`src/hw/rtl/bdos_pkg.sv`:
```
// Package for the button debounce and one-hot select block.
// Holds field widths, register indexes and the result struct.
// No dependencies; every other file of the block uses it.
package bdos_pkg;

   // Fixed field widths of the item channels.
   localparam int RAW_W   = 16;
   localparam int TIME_W  = 32;
   localparam int ACTIVE_W = 5;
   localparam int LED_W   = 16;
   localparam int DTIME_W = 16;

   // Widest selection index the button count range can need (64 buttons).
   localparam int SEL_MAX_W = 7;

   // Number of LEDs that may be lit.
   localparam int LedTotal = 16;

   // Configuration port.
   localparam int CSR_INDEX_W = 2;
   localparam int CSR_DATA_W  = 16;
   localparam logic [CSR_INDEX_W-1:0] CSR_DEBOUNCE_TIME   = 2'd0;
   localparam logic [CSR_INDEX_W-1:0] CSR_DEBOUNCE_ENABLE = 2'd1;

   // Reset values of the registers.
   localparam logic [DTIME_W-1:0] DEBOUNCE_TIME_RESET = 16'd20;
   localparam logic DEBOUNCE_ENABLE_RESET = 1'b1;

   // One result item.
   typedef struct packed {
      logic [ACTIVE_W-1:0] active_button;
      logic [LED_W-1:0]    led_bits;
      logic [RAW_W-1:0]    pressed_bits;
      logic                selection_changed;
   } result_type;

endpackage

```
`src/hw/rtl/bdos_if.sv`:
```
// Valid/ready channel interfaces for the scan items and the result items.
// Depends on bdos_pkg for the field widths.

interface bdos_req_if;
   logic                           valid;
   logic                           ready;
   logic [bdos_pkg::RAW_W-1:0]     raw_levels;
   logic [bdos_pkg::TIME_W-1:0]    now_ms;

   modport source (output valid, output raw_levels, output now_ms, input ready);
   modport sink (input valid, input raw_levels, input now_ms, output ready);
endinterface

interface bdos_rsp_if;
   logic                           valid;
   logic                           ready;
   logic [bdos_pkg::ACTIVE_W-1:0]  active_button;
   logic [bdos_pkg::LED_W-1:0]     led_bits;
   logic [bdos_pkg::RAW_W-1:0]     pressed_bits;
   logic                           selection_changed;

   modport source (output valid, output active_button, output led_bits,
                   output pressed_bits, output selection_changed, input ready);
   modport sink (input valid, input active_button, input led_bits,
                 input pressed_bits, input selection_changed, output ready);
endinterface

```
`src/hw/rtl/bdos_lane.sv`:
```
// One debounce lane: raw level history, change timestamp and debounced level
// of a single button. Depends on bdos_pkg for widths.
module bdos_lane (
   input  logic                           clock,
   input  logic                           reset,
   input  logic                           accept,
   input  logic                           raw_pressed,
   input  logic [bdos_pkg::TIME_W-1:0]    now_ms,
   input  logic [bdos_pkg::DTIME_W-1:0]   debounce_time,
   input  logic                           debounce_enable,
   output logic                           pressed,
   output logic                           pressed_next
);

   logic                          raw_prev_ff;
   logic                          raw_prev_in;
   logic                          pressed_ff;
   logic                          pressed_in;
   logic [bdos_pkg::TIME_W-1:0]   stamp_ff;
   logic [bdos_pkg::TIME_W-1:0]   stamp_in;
   logic [bdos_pkg::TIME_W-1:0]   elapsed;

   // With debounce enabled, a change of the raw level restarts the stability window.
   always_comb begin
      stamp_in    = stamp_ff;
      raw_prev_in = raw_prev_ff;
      if (debounce_enable) begin
         raw_prev_in = raw_pressed;
         if (raw_pressed != raw_prev_ff) begin
            stamp_in = now_ms;
         end
      end
      elapsed = now_ms - stamp_in;
   end

   // The debounced level takes the raw level once it has been stable long enough, or at once with debounce off.
   always_comb begin
      pressed_in = pressed_ff;
      if (!debounce_enable) begin
         pressed_in = raw_pressed;
      end else if (elapsed >= bdos_pkg::TIME_W'(debounce_time)) begin
         pressed_in = raw_pressed;
      end
   end

   always_ff @(posedge clock) begin
      if (reset) begin
         raw_prev_ff <= 1'b0;
         pressed_ff  <= 1'b0;
         stamp_ff    <= '0;
      end else if (accept) begin
         raw_prev_ff <= raw_prev_in;
         pressed_ff  <= pressed_in;
         stamp_ff    <= stamp_in;
      end
   end

   assign pressed      = pressed_ff;
   assign pressed_next = pressed_in;

endmodule

```
`src/hw/rtl/bdos_select.sv`:
```
// Merging stage: picks the selected button from the lanes' debounced levels
// and forms the result item. Depends on bdos_pkg.
module bdos_select #(
   parameter int BUTTON_COUNT = 16,
   parameter int SEL_W = 5
) (
   input  logic                      clock,
   input  logic                      reset,
   input  logic                      accept,
   input  logic [BUTTON_COUNT-1:0]   pressed_old,
   input  logic [BUTTON_COUNT-1:0]   pressed_new,
   output bdos_pkg::result_type      result
);

   logic [SEL_W-1:0]                 sel_ff;
   logic [SEL_W-1:0]                 sel_in;
   logic [SEL_W-1:0]                 newest;
   logic [SEL_W-1:0]                 lowest;
   logic                             sel_held;
   logic [bdos_pkg::SEL_MAX_W:0]     sel_wide;
   logic [BUTTON_COUNT-1:0]          fresh;

   // Highest numbered new press, lowest pressed button, and whether the
   // current selection is still held down.
   always_comb begin
      fresh    = ~pressed_old & pressed_new;
      newest   = '0;
      lowest   = '0;
      sel_held = 1'b0;
      for (int k = 0; k < BUTTON_COUNT; k++) begin
         if (fresh[k]) begin
            newest = SEL_W'(k + 1);
         end
         if (sel_ff == SEL_W'(k + 1) && pressed_new[k]) begin
            sel_held = 1'b1;
         end
      end
      for (int k = BUTTON_COUNT - 1; k >= 0; k--) begin
         if (pressed_new[k]) begin
            lowest = SEL_W'(k + 1);
         end
      end
   end

   // A new press wins; a released selection falls back to the lowest pressed.
   always_comb begin
      if (newest != '0) begin
         sel_in = newest;
      end else if (sel_ff == '0 || sel_held) begin
         sel_in = sel_ff;
      end else begin
         sel_in = lowest;
      end
   end

   always_ff @(posedge clock) begin
      if (reset) begin
         sel_ff <= '0;
      end else if (accept) begin
         sel_ff <= sel_in;
      end
   end

   // Result fields, each limited to its own width.
   always_comb begin
      sel_wide = (bdos_pkg::SEL_MAX_W + 1)'(sel_in);
      result.active_button = sel_wide[bdos_pkg::ACTIVE_W-1:0];
      for (int k = 0; k < bdos_pkg::LED_W; k++) begin
         result.led_bits[k] = (k < bdos_pkg::LedTotal) &&
                              (sel_wide == (bdos_pkg::SEL_MAX_W + 1)'(k + 1));
      end
      for (int k = 0; k < bdos_pkg::RAW_W; k++) begin
         if (k < BUTTON_COUNT) begin
            result.pressed_bits[k] = pressed_new[k];
         end else begin
            result.pressed_bits[k] = 1'b0;
         end
      end
      result.selection_changed = (sel_in != sel_ff);
   end

endmodule

```
`src/hw/rtl/button_debounce_one_hot_select.sv`:
```
// Button debounce with last-press-wins one-hot selection.
// Each result item is loaded into the output register when its scan item is accepted.
// Throughput: one item per cycle while the result side drains; the debounce lanes and
// the selection encoder are combinational, and the output register holds one waiting result.
// Reset clears all button history, timestamps and the selection, and sets the
// debounce registers to 20 ms, enabled.
module button_debounce_one_hot_select #(
   parameter int BUTTON_COUNT = 16
) (
   input  logic                               clock,
   input  logic                               reset,
   bdos_req_if.sink                           req_chan,
   bdos_rsp_if.source                         rsp_chan,
   input  logic                               csr_we,
   input  logic [bdos_pkg::CSR_INDEX_W-1:0]   csr_index,
   input  logic [bdos_pkg::CSR_DATA_W-1:0]    csr_wdata
);

   localparam int SEL_W = $clog2(BUTTON_COUNT + 1);

   logic [bdos_pkg::DTIME_W-1:0]   debounce_time_ff;
   logic                           debounce_enable_ff;
   logic                           accept;
   logic [BUTTON_COUNT-1:0]        raw_pressed;
   logic [BUTTON_COUNT-1:0]        pressed_old;
   logic [BUTTON_COUNT-1:0]        pressed_new;
   bdos_pkg::result_type           result;
   bdos_pkg::result_type           rsp_data_ff;
   logic                           rsp_valid_ff;

   // Configuration registers.
   always_ff @(posedge clock) begin
      if (reset) begin
         debounce_time_ff   <= bdos_pkg::DEBOUNCE_TIME_RESET;
         debounce_enable_ff <= bdos_pkg::DEBOUNCE_ENABLE_RESET;
      end else if (csr_we) begin
         case (csr_index)
            bdos_pkg::CSR_DEBOUNCE_TIME: begin
               debounce_time_ff <= csr_wdata[bdos_pkg::DTIME_W-1:0];
            end
            bdos_pkg::CSR_DEBOUNCE_ENABLE: begin
               debounce_enable_ff <= csr_wdata[0];
            end
            default: begin
            end
         endcase
      end
   end

   // An item is taken whenever the output register is empty or being drained.
   assign req_chan.ready = !rsp_valid_ff || rsp_chan.ready;
   assign accept = req_chan.valid && req_chan.ready;

   // One lane per button; buttons beyond the scan width read as released.
   for (genvar k = 0; k < BUTTON_COUNT; k++) begin : g_lane
      if (k < bdos_pkg::RAW_W) begin : g_raw
         assign raw_pressed[k] = ~req_chan.raw_levels[k];
      end else begin : g_none
         assign raw_pressed[k] = 1'b0;
      end

      bdos_lane u_lane (
         .clock           (clock),
         .reset           (reset),
         .accept          (accept),
         .raw_pressed     (raw_pressed[k]),
         .now_ms          (req_chan.now_ms),
         .debounce_time   (debounce_time_ff),
         .debounce_enable (debounce_enable_ff),
         .pressed         (pressed_old[k]),
         .pressed_next    (pressed_new[k])
      );
   end

   bdos_select #(
      .BUTTON_COUNT (BUTTON_COUNT),
      .SEL_W        (SEL_W)
   ) u_select (
      .clock       (clock),
      .reset       (reset),
      .accept      (accept),
      .pressed_old (pressed_old),
      .pressed_new (pressed_new),
      .result      (result)
   );

   // Output register.
   always_ff @(posedge clock) begin
      if (reset) begin
         rsp_valid_ff <= 1'b0;
      end else if (accept) begin
         rsp_valid_ff <= 1'b1;
      end else if (rsp_chan.ready) begin
         rsp_valid_ff <= 1'b0;
      end
   end

   always_ff @(posedge clock) begin
      if (accept) begin
         rsp_data_ff <= result;
      end
   end

   assign rsp_chan.valid             = rsp_valid_ff;
   assign rsp_chan.active_button     = rsp_data_ff.active_button;
   assign rsp_chan.led_bits          = rsp_data_ff.led_bits;
   assign rsp_chan.pressed_bits      = rsp_data_ff.pressed_bits;
   assign rsp_chan.selection_changed = rsp_data_ff.selection_changed;

endmodule

```
`src/flat_wrapper.sv`:
```
// flat-port wrapper written by rule: the top's interface ports become plain ports
module button_debounce_one_hot_select_flat 
#(
   parameter int BUTTON_COUNT = 16
)
  (clock, reset, csr_we, csr_index, csr_wdata, req_chan_valid, req_chan_raw_levels, req_chan_now_ms, req_chan_ready, rsp_chan_valid, rsp_chan_active_button, rsp_chan_led_bits, rsp_chan_pressed_bits, rsp_chan_selection_changed, rsp_chan_ready);
  bdos_req_if req_chan_i ();
  bdos_rsp_if rsp_chan_i ();
  input  logic clock;
  input  logic reset;
  input  logic csr_we;
  input  logic [bdos_pkg::CSR_INDEX_W-1:0] csr_index;
  input  logic [bdos_pkg::CSR_DATA_W-1:0] csr_wdata;
  input wire logic [$bits(req_chan_i.valid)-1:0] req_chan_valid;
  input wire logic [$bits(req_chan_i.raw_levels)-1:0] req_chan_raw_levels;
  input wire logic [$bits(req_chan_i.now_ms)-1:0] req_chan_now_ms;
  output wire logic [$bits(req_chan_i.ready)-1:0] req_chan_ready;
  output wire logic [$bits(rsp_chan_i.valid)-1:0] rsp_chan_valid;
  output wire logic [$bits(rsp_chan_i.active_button)-1:0] rsp_chan_active_button;
  output wire logic [$bits(rsp_chan_i.led_bits)-1:0] rsp_chan_led_bits;
  output wire logic [$bits(rsp_chan_i.pressed_bits)-1:0] rsp_chan_pressed_bits;
  output wire logic [$bits(rsp_chan_i.selection_changed)-1:0] rsp_chan_selection_changed;
  input wire logic [$bits(rsp_chan_i.ready)-1:0] rsp_chan_ready;
  assign req_chan_i.valid = req_chan_valid;
  assign req_chan_i.raw_levels = req_chan_raw_levels;
  assign req_chan_i.now_ms = req_chan_now_ms;
  assign req_chan_ready = req_chan_i.ready;
  assign rsp_chan_valid = rsp_chan_i.valid;
  assign rsp_chan_active_button = rsp_chan_i.active_button;
  assign rsp_chan_led_bits = rsp_chan_i.led_bits;
  assign rsp_chan_pressed_bits = rsp_chan_i.pressed_bits;
  assign rsp_chan_selection_changed = rsp_chan_i.selection_changed;
  assign rsp_chan_i.ready = rsp_chan_ready;
  button_debounce_one_hot_select #(.BUTTON_COUNT(BUTTON_COUNT)) u_core (.clock(clock), .reset(reset), .req_chan(req_chan_i), .rsp_chan(rsp_chan_i), .csr_we(csr_we), .csr_index(csr_index), .csr_wdata(csr_wdata));
endmodule
```
`config.mk`:
```
export PLATFORM = sky130hd
export DESIGN_NAME = button_debounce_one_hot_select_flat
export DESIGN_NICKNAME = d
export VERILOG_FILES = /design/src/hw/rtl/bdos_pkg.sv /design/src/hw/rtl/bdos_if.sv /design/src/hw/rtl/bdos_lane.sv /design/src/hw/rtl/bdos_select.sv /design/src/hw/rtl/button_debounce_one_hot_select.sv /design/src/flat_wrapper.sv
export SDC_FILE = /design/constraint.sdc
export NUM_CORES = 2
export LEC_CHECK = 0
export ABC_AREA = 1
export BUFFER_PORTS_ARGS = -buffer_cell sky130_fd_sc_hd__buf_4
export CAP_MARGIN = 20
export CORE_MARGIN = 2
export CORE_UTILIZATION = 55
export DETAILED_ROUTE_END_ITERATION = 8
export PLACE_DENSITY = 0.73
export SLEW_MARGIN = 20
export SYNTH_ARGS = -nofsm -noshare
export SYNTH_HDL_FRONTEND = slang
export SYNTH_SLANG_ARGS = --single-unit
export TNS_END_PERCENT = 50
```
`constraint.sdc`:
```
create_clock -name clock -period 7.3 [get_ports clock]
set_clock_uncertainty 0.15 [all_clocks]
set_input_delay 1.095 -clock clock [delete_from_list [all_inputs] [get_ports clock]]
set_output_delay 1.095 -clock clock [all_outputs]
set_load 0.1 [all_outputs]
```
==> flow_metrics.py <==
metrics = {
    "status": {
        "status": "finished clean",
    },
    "floorplan": {
        "io_pins": 111,
        "die-area_sq_um": 122000,
        "initial_utilization_pct": 55.4,
        "core-area_sq_um": 118000,
        "die_height_microns": 349,
        "fp.dieW_microns": 349,
        "fp-row-count": 126,
    },
    "logic_synthesis": {
        "synthTopCellsByArea": "dfxtp_1 17%, nand2_1 14%, ha_1 14%, a21oi_1 8.7%, inv_1 8.5%",
        "post_synth.cell_area_avg_sq_um": 6.15,
        "synth_edf_count": 38,
        "syn_inst": 10600,
        "ys_seq_elements": 605,
        "async_flop_share_pct": 0,
        "yosysWarnings": 0,
        "yosys.area.top_type": "dfxtp_1",
        "synth_top_family_by_area": "simple AND/OR/NAND/NOR gates",
        "synthSimpleGateAreaFrac_pct": 28.6,
        "synth_flop_cell": "dfxtp_1",
        "yosys.area_share.xor_xnor_pct": 4.88,
        "synth_top_area_share_pct": 17.4,
        "synth.distinct_cells": 63,
        "synth.net_count": 11400,
        "synthesis.area_sq_um": 65300,
        "seq_area_frac_synth_pct": 19.1,
        "synth_adder_area_share_pct": 14.4,
        "muxShareOfSynthArea_pct": 0.153,
        "synth_compound_area_share_pct": 22.3,
    },
    "power": {
        "power_density_nw_per_um2": 232,
        "internal_power_w": 0.00890,
        "vdd_drop_max_mv": 0.199,
        "sw_frac_of_total_pct": 46.3,
        "switching_power_w": 0.00767,
        "leakagePower_nw": 36.4,
        "p_clk_share_pct": 24.0,
        "comb_power_share_pct": 53.1,
        "pwr-share-seq_pct": 22.9,
    },
    "clock_network": {
        "clockBufferDepth": 3,
        "post_cts_resized": 0,
        "ctsHtreeMaxLevel": 3,
        "cts.sinks": 605,
        "clockRootBuffer": "clkbuf_16",
        "clk_pin_slew_ns": 0.06,
        "tritoncts": "done",
        "insertion_delay_ns": 0.73,
        "cts_buffers": 76,
    },
    "timing": {
        "final_hold_viol_count": 0,
        "fmax_mhz": 144,
        "relSlewSlack_pct": 23.1,
        "final.period_utilization_pct": 94.9,
        "rsz0062_at_grt": "no",
        "final-max-slew-violation-count": 0,
        "tightestPinTransition_ns": 1.15,
        "min_period_ns": 6.93,
        "worst_slack_ns": 0.372,
        "fin_worst_hold_slack_ns": 0.326,
        "setup_violations": 0,
        "setup_tns_ns": 0,
    },
    "placed_design": {
        "dp_hpwl_microns": 190000,
        "pre_cts_slack_ns": 0.0759,
        "gp_congestion": 1.03,
        "numPortBuffers": 110,
        "dp.cells": 12200,
    },
    "drt": {
        "vias": 73400,
        "antenna_left": 0,
        "drtPass1Iterations": 7,
        "wl_per_cell_microns": 21.5,
        "routed_wl_microns": 265000,
        "drt-vias-per-instance": 5.96,
        "first_iter_violations": 8195,
        "drc": 0,
    },
    "global_route": {
        "grt_max_degree": 214,
        "grt_pass1_vias": 66500,
        "grt-ovfl-total": 0,
        "grt_pass1_wl_microns": 392000,
        "grt_usage_pct": 42.1,
        "antenna_found_initial": 20,
    },
    "final_layout": {
        "regArea_sq_um": 12500,
        "area_growth_syn_to_layout_pct": 9.39,
        "layout_commonest_cell": "nand2_1",
        "drive_gt1_share_pct": 5.21,
        "fillers": 11700,
        "mostFrequentLayoutCells": "2503 x nand2_1, 1475 x inv_1, 1230 x nor2_1, 1140 x a21oi_1, 730 x ha_1",
        "multiInputGateArea_sq_um": 46000,
        "final_nets": 11500,
        "fin_cells": 12300,
    },
    "setup_path": {
        "startpoint_type": "flop",
        "cp_max_fo": 20,
        "cp_slowest_cell": "dfxtp_2",
        "cp.arrival_ns": 7.23,
        "required_ns": 7.60,
        "cp_slowest_stage_delay_ns": 0.54,
        "crit_type": "reg2reg",
        "setup.worst_path.end_class": "flop",
    },
    "job": {
        "maxCapViolCount": 0,
    },
    "hold_path": {
        "min_path_type": "reg2reg",
    },
}
[final timing paths]
path,from,endpoint,slack [ns],depth (start not counted)
hold reg to reg,u_core.g_lane[2].u_lane.raw_prev_ff$_SDFFE_PP0P_,u_core.g_lane[2].u_lane.raw_prev_ff$_SDFFE_PP0P_,0.33,2
setup / recovery,u_core.debounce_enable_ff$_SDFFE_PP1P_,u_core.rsp_chan.led_bits[1]$_DFFE_PP_,0.37,31
setup reg to reg,u_core.debounce_enable_ff$_SDFFE_PP1P_,u_core.rsp_chan.led_bits[1]$_DFFE_PP_,0.37,31
hold / removal,u_core.g_lane[2].u_lane.raw_prev_ff$_SDFFE_PP0P_,u_core.g_lane[2].u_lane.raw_prev_ff$_SDFFE_PP0P_,0.33,2
[per-stage QoR]
step                power, W  area (sq um)  util (%)
floorplan             0.0101         65300         -
CTS                   0.0164         71400      60.6
global route          0.0177         71400      60.6
detailed placement    0.0124         68900      58.4
finish                0.0166         71500      60.6
global placement      0.0122         68900      58.4
[layout make-up]
type                       instances  area share (%)
multi-input combinational       8194            64.4
sequential                       605            17.5
inverter                        1495            7.87
timing repair buffer             321            3.95
clock buffer                      98            2.90
tap                             1536            2.69
clock inverter                    43           0.669
antenna                           15          0.0525
[cell usage after synthesis (all sizes together), types with 2 or more instances]
cell type / number
o221ai: 9
and3: 6
nand3b: 42
o211ai: 500
or2: 9
nor3: 114
xnor2: 87
o221a: 2
a211oi: 17
a21o: 66
mux2i: 10
dfxtp: 567
nand2: 2538
edfxtp: 38
nor4: 23
a21boi: 25
nor2: 1239
inv: 1494
a31oi: 46
xor2: 277
fa: 14
a221oi: 12
nand4: 145
o31ai: 5
nand3: 444
buf: 95
and2: 3
a21oi: 1146
o21a: 22
a311oi: 3
ha: 730
o211a: 2
o21ai: 591
o21bai: 61
clkbuf: 235
[power groups by stage]
stage	clock network, W	logic (W)	registers (W)
6_report	0.00397	0.00880	0.00380
3_3_place_gp	0	0.00835	0.00384
2_1_floorplan	0	0.00617	0.00394
3_5_place_dp	0	0.00853	0.00385
4_1_cts	0.00401	0.00858	0.00379
5_1_grt	0.00412	0.00980	0.00382
[worst max-delay path: cells and delay by family, from the launching register on]
family	cells	cell delay, ns
compound gates	12	2.57
flops	1	0.54
fa+ha+maj	2	0.62
simple gates	12	1.85
xor+xnor	1	0.18
buf+inv	4	0.75
[flip-flops by register name, summed over array words and instances, names as in the netlist, 5 cells and up]
name	count
u_core.rsp_chan.active_button	5
u_core.u_select.sel_ff	5
u_core.g_lane.u_lane.raw_prev_ff	16
u_core.debounce_time_ff	16
u_core.rsp_chan.led_bits	16
u_core.g_lane.u_lane.pressed	16
u_core.g_lane.u_lane.stamp_ff	512
u_core.rsp_chan.pressed_bits	16
[per-layer routing]
layer  vias to the layer above  track usage, %  wire length (microns)
met5                         -               0                     62
met4                        10            21.8                  15800
met3                       692            9.27                  30200
met2                      3496            63.2                 109000
met1                     33700            56.4                 110000
li1                      35500               -                      -
[timing repair]
item / 4_1_cts / 5_1_grt
setup endpoints to repair: 0 / 16
hold buffers: 0 / 0
setup buffers: 0 / 1
[cells by family (layout without fill, tap and decap cells)]
logic type,Yosys count,count (layout)
DFF,605,605
and+or+nand+nor,4566,4566
muxes,10,10
buffers and inverters,1825,1957
other,0,15
xor gates and xnor gates,364,364
adders and majority gates,744,744
AOI/OAI and AO/OA,2510,2510
Power figures use the tool's default switching activity.
